### config.mk
export PLATFORM = sky130hd
export DESIGN_NAME = best_fit_partition_allocator
export DESIGN_NICKNAME = d
export VERILOG_FILES = /design/src/rtl/bfpa_pkg.sv /design/src/rtl/bfpa_ram.sv /design/src/rtl/bfpa_scan.sv /design/src/rtl/best_fit_partition_allocator.sv
export SDC_FILE = /design/constraint.sdc
export NUM_CORES = 1
export LEC_CHECK = 0
export ABC_AREA = 1
export BUFFER_PORTS_ARGS = -buffer_cell sky130_fd_sc_hd__buf_2
export CORE_MARGIN = 10
export CORE_UTILIZATION = 37
export CTS_CLUSTER_SIZE = 24
export DETAILED_ROUTE_END_ITERATION = 10
export PLACE_DENSITY = 0.57
export REMOVE_ABC_BUFFERS = 1
export SETUP_SLACK_MARGIN = 0.5
export SLEW_MARGIN = 20
export SYNTH_ARGS = -nofsm -noshare
export SYNTH_HDL_FRONTEND = slang
export SYNTH_SLANG_ARGS = --single-unit
### constraint.sdc
create_clock -name clock -period 3 [get_ports clock]
set_input_delay 0.45 -clock clock [delete_from_list [all_inputs] [get_ports clock]]
set_output_delay 0.45 -clock clock [all_outputs]
set_load 0.01 [all_outputs]
### src/rtl/bfpa_pkg.sv
// Shared types, sizes and codes for the best-fit partition allocator.
`default_nettype none

package bfpa_pkg;

   localparam int MAX_PARTITIONS = 16;
   localparam int SIZE_BITS      = 16;

   localparam int IDX_BITS   = (MAX_PARTITIONS > 1) ? $clog2(MAX_PARTITIONS) : 1;
   localparam int CNT_BITS   = $clog2(MAX_PARTITIONS + 1);
   localparam int KIND_BITS  = 2;
   localparam int FIELD_BITS = 16;
   localparam int BIDX_BITS  = 4;
   localparam int STAT_BITS  = 3;

   localparam logic [KIND_BITS-1:0] KIND_CLEAR   = 2'd0;
   localparam logic [KIND_BITS-1:0] KIND_APPEND  = 2'd1;
   localparam logic [KIND_BITS-1:0] KIND_REQUEST = 2'd2;

   localparam logic [STAT_BITS-1:0] STAT_CLEARED = 3'd0;
   localparam logic [STAT_BITS-1:0] STAT_ADDED   = 3'd1;
   localparam logic [STAT_BITS-1:0] STAT_FULL    = 3'd2;
   localparam logic [STAT_BITS-1:0] STAT_GRANTED = 3'd3;
   localparam logic [STAT_BITS-1:0] STAT_NOFIT   = 3'd4;

   typedef struct packed {
      logic [KIND_BITS-1:0]  kind;
      logic [FIELD_BITS-1:0] size_kb;
   } req_word_type;

   typedef struct packed {
      logic [STAT_BITS-1:0]  status;
      logic [BIDX_BITS-1:0]  block_index;
      logic [FIELD_BITS-1:0] leftover_kb;
   } rsp_word_type;

   typedef struct packed {
      logic                start;
      logic                valid;
      logic                used;
      logic [IDX_BITS-1:0] idx;
   } scan_ctrl_type;

   typedef struct packed {
      logic                 found;
      logic [IDX_BITS-1:0]  idx;
      logic [SIZE_BITS-1:0] size;
   } scan_res_type;

   typedef enum logic [2:0] {
      ST_IDLE   = 3'b001,
      ST_SCAN   = 3'b010,
      ST_FINISH = 3'b100
   } state_type;

endpackage

`default_nettype wire

### src/rtl/bfpa_ram.sv
// Generic single-write, single-read synchronous RAM with registered read data.
`default_nettype none

module bfpa_ram #(
   parameter int WIDTH = 16,
   parameter int DEPTH = 16
) (
   input  wire logic                                      clock,
   input  wire logic                                      wr_en,
   input  wire logic [((DEPTH > 1) ? $clog2(DEPTH) : 1)-1:0] wr_addr,
   input  wire logic [WIDTH-1:0]                          wr_data,
   input  wire logic                                      rd_en,
   input  wire logic [((DEPTH > 1) ? $clog2(DEPTH) : 1)-1:0] rd_addr,
   output logic      [WIDTH-1:0]                          rd_data
);

   logic [WIDTH-1:0] mem_ff [DEPTH];
   logic [WIDTH-1:0] rd_data_ff;

   always_ff @(posedge clock) begin
      if (wr_en) begin
         mem_ff[wr_addr] <= wr_data;
      end
      if (rd_en) begin
         rd_data_ff <= mem_ff[rd_addr];
      end
   end

   assign rd_data = rd_data_ff;

endmodule

`default_nettype wire

### src/rtl/bfpa_scan.sv
// Best-fit tracker that compares one partition per cycle against the request.
`default_nettype none

module bfpa_scan (
   input  wire logic                            clock,
   input  wire bfpa_pkg::scan_ctrl_type         ctrl,
   input  wire logic [bfpa_pkg::SIZE_BITS-1:0]  part_size,
   input  wire logic [bfpa_pkg::SIZE_BITS-1:0]  req_size,
   output bfpa_pkg::scan_res_type               result
);

   import bfpa_pkg::*;

   logic                 found_ff,     found_in;
   logic [IDX_BITS-1:0]  best_idx_ff,  best_idx_in;
   logic [SIZE_BITS-1:0] best_size_ff, best_size_in;
   logic                 better;

   always_comb begin
      better = ctrl.valid && !ctrl.used && (part_size >= req_size) &&
               (!found_ff || (part_size < best_size_ff));
      found_in     = found_ff;
      best_idx_in  = best_idx_ff;
      best_size_in = best_size_ff;
      if (ctrl.start) begin
         found_in = 1'b0;
      end else if (better) begin
         found_in     = 1'b1;
         best_idx_in  = ctrl.idx;
         best_size_in = part_size;
      end
   end

   always_ff @(posedge clock) begin
      found_ff     <= found_in;
      best_idx_ff  <= best_idx_in;
      best_size_ff <= best_size_in;
   end

   assign result = '{found: found_ff, idx: best_idx_ff, size: best_size_ff};

endmodule

`default_nettype wire

### src/rtl/best_fit_partition_allocator.sv
// Top level of the best-fit partition allocator: control, used flags and result register.
`default_nettype none

// Channel  Ports                          Direction  Word
// req      req_valid req_ready req_word   in         kind, size_kb
// rsp      rsp_valid rsp_ready rsp_word   out        status, block_index, leftover_kb
//
// Clear, append and unknown kinds finish in the cycle they are accepted.
// A request reads one size per cycle from the partition RAM, compares the last size read,
// waits until the read pipe is empty and then writes back the grant once the output
// register is free; an empty table has no size to read or compare.
// Reset clears the count and the used flags at once; stored sizes are not cleared.
// A stalled result stays in the output register; the next word waits for it and for any request in progress.

module best_fit_partition_allocator (
   input  wire logic                   clock,
   input  wire logic                   reset,
   input  wire logic                   req_valid,
   output logic                        req_ready,
   input  wire bfpa_pkg::req_word_type req_word,
   output logic                        rsp_valid,
   input  wire logic                   rsp_ready,
   output bfpa_pkg::rsp_word_type      rsp_word
);

   import bfpa_pkg::*;

   state_type               state_ff,     state_in;
   logic [CNT_BITS-1:0]     count_ff,     count_in;
   logic [MAX_PARTITIONS-1:0] used_ff,    used_in;
   logic [CNT_BITS-1:0]     addr_ff,      addr_in;
   logic                    rd_valid_ff,  rd_valid_in;
   logic [IDX_BITS-1:0]     rd_idx_ff,    rd_idx_in;
   logic [SIZE_BITS-1:0]    req_size_ff,  req_size_in;
   logic                    rsp_valid_ff, rsp_valid_in;
   rsp_word_type            rsp_ff,       rsp_in;

   logic                    out_free;
   logic                    accept;
   logic [SIZE_BITS-1:0]    in_size;
   logic                    ram_wr_en;
   logic                    ram_rd_en;
   logic [SIZE_BITS-1:0]    ram_rd_data;
   scan_ctrl_type           scan_ctrl;
   scan_res_type            scan_res;

   assign out_free  = !rsp_valid_ff || rsp_ready;
   assign req_ready = (state_ff == ST_IDLE) && out_free;
   assign accept    = req_valid && req_ready;
   assign in_size   = SIZE_BITS'(req_word.size_kb);

   always_comb begin
      state_in     = state_ff;
      count_in     = count_ff;
      used_in      = used_ff;
      addr_in      = addr_ff;
      rd_valid_in  = 1'b0;
      rd_idx_in    = rd_idx_ff;
      req_size_in  = req_size_ff;
      rsp_in       = rsp_ff;
      rsp_valid_in = rsp_valid_ff && !rsp_ready;
      ram_wr_en    = 1'b0;
      ram_rd_en    = 1'b0;
      scan_ctrl    = '{start: 1'b0, valid: rd_valid_ff,
                       used: used_ff[rd_idx_ff], idx: rd_idx_ff};

      unique case (state_ff)
         ST_IDLE: begin
            if (accept) begin
               rsp_valid_in = 1'b1;
               rsp_in       = '{status: STAT_NOFIT, block_index: '0, leftover_kb: '0};
               priority if (req_word.kind == KIND_CLEAR) begin
                  used_in       = '0;
                  count_in      = '0;
                  rsp_in.status = STAT_CLEARED;
               end else if (req_word.kind == KIND_APPEND) begin
                  if (count_ff >= CNT_BITS'(MAX_PARTITIONS)) begin
                     rsp_in.status = STAT_FULL;
                  end else begin
                     ram_wr_en                            = 1'b1;
                     used_in[count_ff[IDX_BITS-1:0]]      = 1'b0;
                     count_in                             = count_ff + 1'b1;
                     rsp_in.status                        = STAT_ADDED;
                     rsp_in.block_index = BIDX_BITS'(count_ff[IDX_BITS-1:0]);
                  end
               end else if (req_word.kind == KIND_REQUEST) begin
                  rsp_valid_in    = 1'b0;
                  req_size_in     = in_size;
                  addr_in         = '0;
                  scan_ctrl.start = 1'b1;
                  state_in        = ST_SCAN;
               end else begin
                  rsp_in.status = STAT_NOFIT;
               end
            end
         end
         ST_SCAN: begin
            if (addr_ff < count_ff) begin
               ram_rd_en   = 1'b1;
               rd_valid_in = 1'b1;
               rd_idx_in   = addr_ff[IDX_BITS-1:0];
               addr_in     = addr_ff + 1'b1;
            end else if (!rd_valid_ff) begin
               state_in = ST_FINISH;
            end
         end
         ST_FINISH: begin
            if (out_free) begin
               rsp_valid_in = 1'b1;
               if (scan_res.found) begin
                  used_in[scan_res.idx] = 1'b1;
                  rsp_in = '{status: STAT_GRANTED,
                             block_index: BIDX_BITS'(scan_res.idx),
                             leftover_kb: FIELD_BITS'(scan_res.size - req_size_ff)};
               end else begin
                  rsp_in = '{status: STAT_NOFIT, block_index: '0, leftover_kb: '0};
               end
               state_in = ST_IDLE;
            end
         end
         default: begin
            state_in = ST_IDLE;
         end
      endcase
   end

   always_ff @(posedge clock) begin
      if (reset) begin
         state_ff     <= ST_IDLE;
         count_ff     <= '0;
         used_ff      <= '0;
         rd_valid_ff  <= 1'b0;
         rsp_valid_ff <= 1'b0;
      end else begin
         state_ff     <= state_in;
         count_ff     <= count_in;
         used_ff      <= used_in;
         rd_valid_ff  <= rd_valid_in;
         rsp_valid_ff <= rsp_valid_in;
      end
   end

   always_ff @(posedge clock) begin
      addr_ff     <= addr_in;
      rd_idx_ff   <= rd_idx_in;
      req_size_ff <= req_size_in;
      rsp_ff      <= rsp_in;
   end

   bfpa_ram #(
      .WIDTH(SIZE_BITS),
      .DEPTH(MAX_PARTITIONS)
   ) u_size_ram (
      .clock  (clock),
      .wr_en  (ram_wr_en),
      .wr_addr(count_ff[IDX_BITS-1:0]),
      .wr_data(in_size),
      .rd_en  (ram_rd_en),
      .rd_addr(addr_ff[IDX_BITS-1:0]),
      .rd_data(ram_rd_data)
   );

   bfpa_scan u_scan (
      .clock    (clock),
      .ctrl     (scan_ctrl),
      .part_size(ram_rd_data),
      .req_size (req_size_ff),
      .result   (scan_res)
   );

   assign rsp_valid = rsp_valid_ff;
   assign rsp_word  = rsp_ff;

endmodule

`default_nettype wire
==> flow_summary.toml, run 1 <==
[synth]
synth_cells = 1457
ys_seq_elements = 367
synth_area_leaders = "edfxtp_1 63%, nor2_1 6.0%, nand2_1 4.4%, o21ai_0 4.3%, ha_1 4.2%"
synth_edf_count = 340
syn-cell-area_mm2 = 0.0162
yosysUniqueCellTypes = 41
yosysWarnings = 0
async_reset_ff_frac = 0
seq_area_frac_synth = 0.663
yosys.area.top_type_share = 0.630
synth_area_leader_cell = "edfxtp_1"
yosys_most_used_dff = "edfxtp_1"
syn_area_per_cell_um2 = 11.1

[detailed_routing]
vias = 10932
drcViolationCount = 0
wl_per_cell_um = 18.1
routed_wl_um = 38600
avgViaCountPerCell = 5.13
drt_first_iter_violations = 1026
firstDrtPassIters = 5
ant_nets = 0

[sta]
max_freq_mhz = 432
setup_viol = 0
hold_ws_ns = 0.220
fin_worst_skew_ns = 0.0286
finalCritPeriodShare = 0.772
slew_headroom = 0.500
timing.final.max_slew_violations = 0
tightest_slew_ns = 0.746
hold_violations = 0
period_needed_ns = 2.32
rsz0062_at_grt = "false"

[min_path]
hp-class = "input port to flop"
hold_end = "rsp_valid"
worstHoldStart = "rsp_ready"
holdPathStages = 4

[cts]
h-tree-depth = 2
postCtsSetupBuffers = 0
clk-insertion-delay-late_ns = 0.57
path_clk_slew_ns = 0.06
cts_buffers = 42
cts_tree = "built"
ctsResizeCount = 0
cts.sinks = 367
hold_buffers = 0
clock_path_buffers = 3
clockRootBuffer = "clkbuf_16"

[cells_and_area]
finalInstanceArea_mm2 = 0.0185
final_cell_mix = "340 x edfxtp_1, 243 x nor2_1, 191 x nand2_1, 138 x o21ai_0, 102 x inv_1"
fin_util = 0.429
final_layout_size_suffix_gt1_frac = 0.109
nets = 1593
fillers = 4104
ff_latch_area_mm2 = 0.0108
multiInputGateArea_mm2 = 0.00482
area_growth_pct = 14.3
diodes = 0
layout_commonest_cell = "edfxtp_1"

[setup_path]
crit_buf_inv = 2
cp_slowest_cell = "edfxtp_1"
worstPathRequired_ns = 3.24
timing.rr.end = "u_scan.best_size_ff[5]"
reg2reg_slack_ns = 0.68
cp_cell_sequence = "ha_1 > nand2_1 > nor3_1 > nand2_1 > inv_1 > nand2_1 > nand2_1 > nand2_1 > nor2_2 > buf_4"
cp-start-kind = "flop"
arrival_ns = 2.55
crit_family = "simple AND/OR/NAND/NOR gates"
crit_fanout = 16
cp-end-kind = "flop"
critical_path_class = "flop to flop"
rr_worst_depth = 10
cpPeakStageDelay_ns = 0.52
crit_top_cell = "nand2_1"
r2r-start = "u_size_ram.rd_data[11]"

[power]
p_leak_nw = 6.65
p_per_area_mw_per_mm2 = 659
finalPower_mw = 12.2
vdd.ir_drop.worst_mv = 0.347

[global_routing]
grt_pass1_wl_um = 60500
gr-total-overflow = 0
grt_start_max_net_pins = 134
grt.busiest_layer = "met2"
grt_usage = 0.144
met2_usage = 0.223
grt_use_met1 = 0.204
grt_pass1_vias = 10491
met3_usage = 0.0241
antenna_found_initial = 0

[placement]
gp_congestion = 0.836
dp_hpwl_um = 24700
io_buffer_count = 46
placed_area_mm2 = 0.0172

[floorplanning]
num_rows = 76
coreArea_mm2 = 0.0432
die_h_um = 229
ios = 47
initial_core_util = 0.375
fp.dieArea_mm2 = 0.0526
die_w_um = 229

[outcome]
status = "complete, no violations"

[flow_run]
drv_cap = 0
[stage by stage]
stage,setup TNS [ns],setup WS [ns],instances
2_1_floorplan,-48.14,-2.14,1397
3_3_place_gp,0,0.743,2056
3_5_place_dp,0,0.702,2056
4_1_cts,0,0.683,2131
5_1_grt,0,0.518,2131
6_report,0,0.684,2131
[Yosys cell counts (all sizes together) (2+ instances only)]
cell / n
clkbuf: 38
nor3: 6
dfxtp: 27
xor2: 4
o32ai: 32
nor2: 263
buf: 22
nand2: 191
a21oi: 83
nand4: 20
ha: 55
inv: 109
o21bai: 3
edfxtp: 340
o211ai: 32
nand3b: 3
o21ai: 143
or2: 5
o22ai: 4
clkinv: 5
nand3: 63
nor4: 2
[power breakdown]
part / switching, mW / leakage (nW) / total (mW) / internal (mW)
Clock: 2.02 / 0.637 / 4.84 / 2.82
Combinational: 1.01 / 2.71 / 1.41 / 0.408
Sequential: 0.0718 / 3.30 / 5.94 / 5.87
Total: 3.10 / 6.65 / 12.2 / 9.10
[how the worst max path moves through the flow]
stage                                      start  depth (start not counted)                endpoint  slack, ns
after global placement    u_size_ram.rd_data[11]                         10  u_scan.best_size_ff[3]       0.74
after global routing                 count_ff[3]                          8  u_size_ram.rd_data[13]       0.52
final                     u_size_ram.rd_data[11]                         10  u_scan.best_size_ff[5]       0.68
after detailed placement  u_size_ram.rd_data[11]                         10  u_scan.best_size_ff[3]       0.70
after floorplan                       addr_ff[0]                          5  u_size_ram.rd_data[11]      -2.14
after CTS                 u_size_ram.rd_data[11]                         10  u_scan.best_size_ff[1]       0.68
[layout make-up]
| type | count | area share |
|---|---|---|
| clock buffer | 54 | 0.0603 |
| clock inverter | 21 | 0.00993 |
| inverter | 114 | 0.0232 |
| multi-input combinational | 916 | 0.260 |
| sequential | 367 | 0.580 |
| tap | 585 | 0.0395 |
| timing repair buffer | 74 | 0.0265 |
[worst register-to-register path: stages (launching register included)]
cell	delay [ns]
edfxtp_1	0.52
ha_1	0.37
nand2_1	0.07
nor3_1	0.17
nand2_1	0.07
inv_1	0.05
nand2_1	0.04
nand2_1	0.09
nand2_1	0.09
nor2_2	0.23
buf_4	0.29
[state kept, by name, summed over array words and instances (netlist names), 3 cells and up]
| signal | count |
|---|---|
| u_size_ram.mem_ff | 256 |
| rsp_word | 23 |
| req_size_ff | 16 |
| u_scan.best_size_ff | 16 |
| u_size_ram.rd_data | 16 |
| used_ff | 16 |
| addr_ff | 5 |
| count_ff | 5 |
| rd_idx_ff | 4 |
| u_scan.best_idx_ff | 4 |
| state_ff | 3 |
[cell families after synthesis]
family,Yosys count,synth area share
and+or+nand+nor,554,0.142
DFF,367,0.663
AOI/OAI and AO/OA,301,0.107
xor gates and xnor gates,5,0.00270
adders and majority gates,56,0.0437
buffers and inverters,174,0.0421
[layer usage]
metal,up-vias,routed length [um]
li1,5302,-
met1,5297,18200
met2,288,17500
met3,45,2220
met4,0,655
met5,-,0
Note: power is estimated with default switching activity, not from simulation.
==> run 2: changes to the inputs <==
==> constraint.sdc (replaced) <==
create_clock -name clock -period 2.4 [get_ports clock]
set_input_delay 0.36 -clock clock [delete_from_list [all_inputs] [get_ports clock]]
set_output_delay 0.36 -clock clock [all_outputs]
set_load 0.01 [all_outputs]
==> run 2 against run 1 <==
First-iteration DRC count shrank 1.9%. Critical path depth grew 2. Count of clock-buffer cells in the layout down 6. Critical endpoint is now u_scan.best_size_ff[9]. Highest routed layer unchanged.
==> flow_summary.toml, run 2 (synthesis results as in run 1) <==
[outcome]
status = "complete, no violations"

[detailed_routing]
avgViaCountPerCell = 5.18
routed_wl_um = 40600
drt_first_iter_violations = 1006
drcViolationCount = 0
wl_per_cell_um = 18.6
vias = 11323
firstDrtPassIters = 6
ant_nets = 0

[floorplanning]
coreArea_mm2 = 0.0432
die_w_um = 229
num_rows = 76
die_h_um = 229
initial_core_util = 0.375
ios = 47
fp.dieArea_mm2 = 0.0526

[cells_and_area]
diodes = 0
area_growth_pct = 21.4
fillers = 3975
nets = 1647
regMostFlops = "u_size_ram.mem_ff"
largest_reg_flops = 256
final_layout_size_suffix_gt1_frac = 0.178
layout_commonest_cell = "edfxtp_1"
final_cell_mix = "340 x edfxtp_1, 241 x nor2_1, 182 x nand2_1, 126 x o21ai_0, 93 x inv_1"
finalInstanceArea_mm2 = 0.0197

[global_routing]
grt_pass1_vias = 10725
gr-total-overflow = 0
grt_start_max_net_pins = 96
grt_usage = 0.147
grt_pass1_wl_um = 62100
antenna_found_initial = 0

[setup_path]
cp-end-kind = "flop"
timing.rr.end = "u_scan.best_size_ff[9]"
reg2reg_slack_ns = 0.29
arrival_ns = 2.36
worstPathRequired_ns = 2.65
cp-start-kind = "flop"
r2r-start = "u_size_ram.rd_data[9]"
crit_fanout = 5
rr_worst_depth = 12
critical_path_class = "flop to flop"

[placement]
dp_slack_ns = 0.161
placed_area_mm2 = 0.0174
dp_hpwl_um = 24800
gp_congestion = 0.887
io_buffer_count = 46

[sta]
setup_viol = 0
rsz0062_at_grt = "true"
timing.final.max_slew_violations = 0
finalCritPeriodShare = 0.880
hold_violations = 0
timing.final.ws_setup_ns = 0.288
fin_worst_skew_ns = 0.0275
tightest_slew_ns = 0.585
max_freq_mhz = 474
fin_tns_setup_ns = 0
period_needed_ns = 2.11
slew_headroom = 0.609

[cts]
cts_tree = "built"
cts_buffers = 40
hold_buffers = 0
clk-insertion-delay-late_ns = 0.55
clockRootBuffer = "clkbuf_16"
clock_path_buffers = 3
path_clk_slew_ns = 0.06
h-tree-depth = 2
cts.sinks = 367

[power]
pwr-share-comb = 0.134
p_seq_frac = 0.482
p_switching_mw = 3.96
p_leak_nw = 7.07
p_per_area_mw_per_mm2 = 784
clockPowerShare = 0.384
swShare = 0.257
finalPower_mw = 15.4
vdd.ir_drop.worst_mv = 0.450
internal_power_mw = 11.4

[min_path]
hold_end = "rsp_valid"
hp-class = "input port to flop"
holdPathStages = 3
worstHoldStart = "req_valid"

[flow_run]
drv_cap = 0
==> run 2: cell count changes in the layout (fill, tap and decap cells not counted), moves of 10 or more <==
| cell | previous run | this run |
|---|---|---|
| o21ai_0 | 138 | 126 |
| buf_4 | 24 | 38 |
| o21ai_1 | 5 | 15 |
| buf_6 | 0 | 12 |
| buf_12 | 4 | 17 |
| ha_1 | 55 | 44 |
==> run 2: through the flow <==
step | cells | utilization | hold slack (ns)
after floorplan | 1397 | - | 0.426
after global placement | 2069 | 0.402 | 0.439
after detailed placement | 2069 | 0.402 | 0.445
after CTS | 2157 | 0.442 | 0.161
after global routing | 2184 | 0.456 | 0.193
final | 2184 | 0.456 | 0.194
==> run 2: cell type report <==
| class | count | area (um2) | area share |
|---|---|---|---|
| clock inverters | 24 | 198 | 0.0101 |
| repair inverters | 2 | 16.3 | 0.000827 |
| inverters | 114 | 447 | 0.0227 |
| clock buffers | 48 | 1070 | 0.0546 |
| well taps | 585 | 732 | 0.0372 |
| repair buffers | 128 | 1320 | 0.0672 |
| multi-input cells | 916 | 5110 | 0.260 |
| flip-flops and latches | 367 | 10800 | 0.547 |
==> run 2: worst max path at each step <==
stage | from | endpoint | cells after the start
detailed placement | req_size_ff[0] | rsp_word[14] | 12
floorplan | addr_ff[0] | u_size_ram.rd_data[11] | 5
CTS | u_size_ram.rd_data[14] | u_scan.best_size_ff[10] | 13
global route | u_size_ram.rd_data[14] | u_scan.best_size_ff[9] | 13
global placement | req_size_ff[0] | rsp_word[14] | 12
finish | u_size_ram.rd_data[9] | u_scan.best_size_ff[9] | 12
==> run 2: routing by layer <==
layer  global-route usage  wire length (um)  vias to the layer above
met4               0.0385               720                        0
li1                     -                 -                     5418
met2                0.231             18800                      302
met3               0.0252              2440                       53
met5                    0                 0                        -
met1                0.207             18700                     5550
==> run 2: worst max-delay path, cell delays in order, from the launching register on <==
cell and delay [ns]:
edfxtp_1 0.47, buf_6 0.17, ha_4 0.26, nand2_2 0.05, nor3_2 0.15, nand2_1 0.07
inv_1 0.06, nand2_2 0.05, nand2_2 0.08, nand2_4 0.06, nor2_4 0.13, buf_6 0.13
clkbuf_16 0.14
==> run 2: repair_timing <==
action                     4_1_cts  5_1_grt
gates resized for setup         77       82
gates cloned                     4        7
buffers inserted                12       20
pin swaps                       12       18
setup endpoints to repair      320      322
==> run 2: power groups by stage <==
stage	Combinational [mW]	Clock [mW]	Sequential, mW
floorplan	0.900	0	7.72
finish	2.06	5.92	7.43
global route	2.27	6.33	7.46
global placement	1.81	0	7.56
detailed placement	1.83	0	7.57
CTS	1.92	6.06	7.44
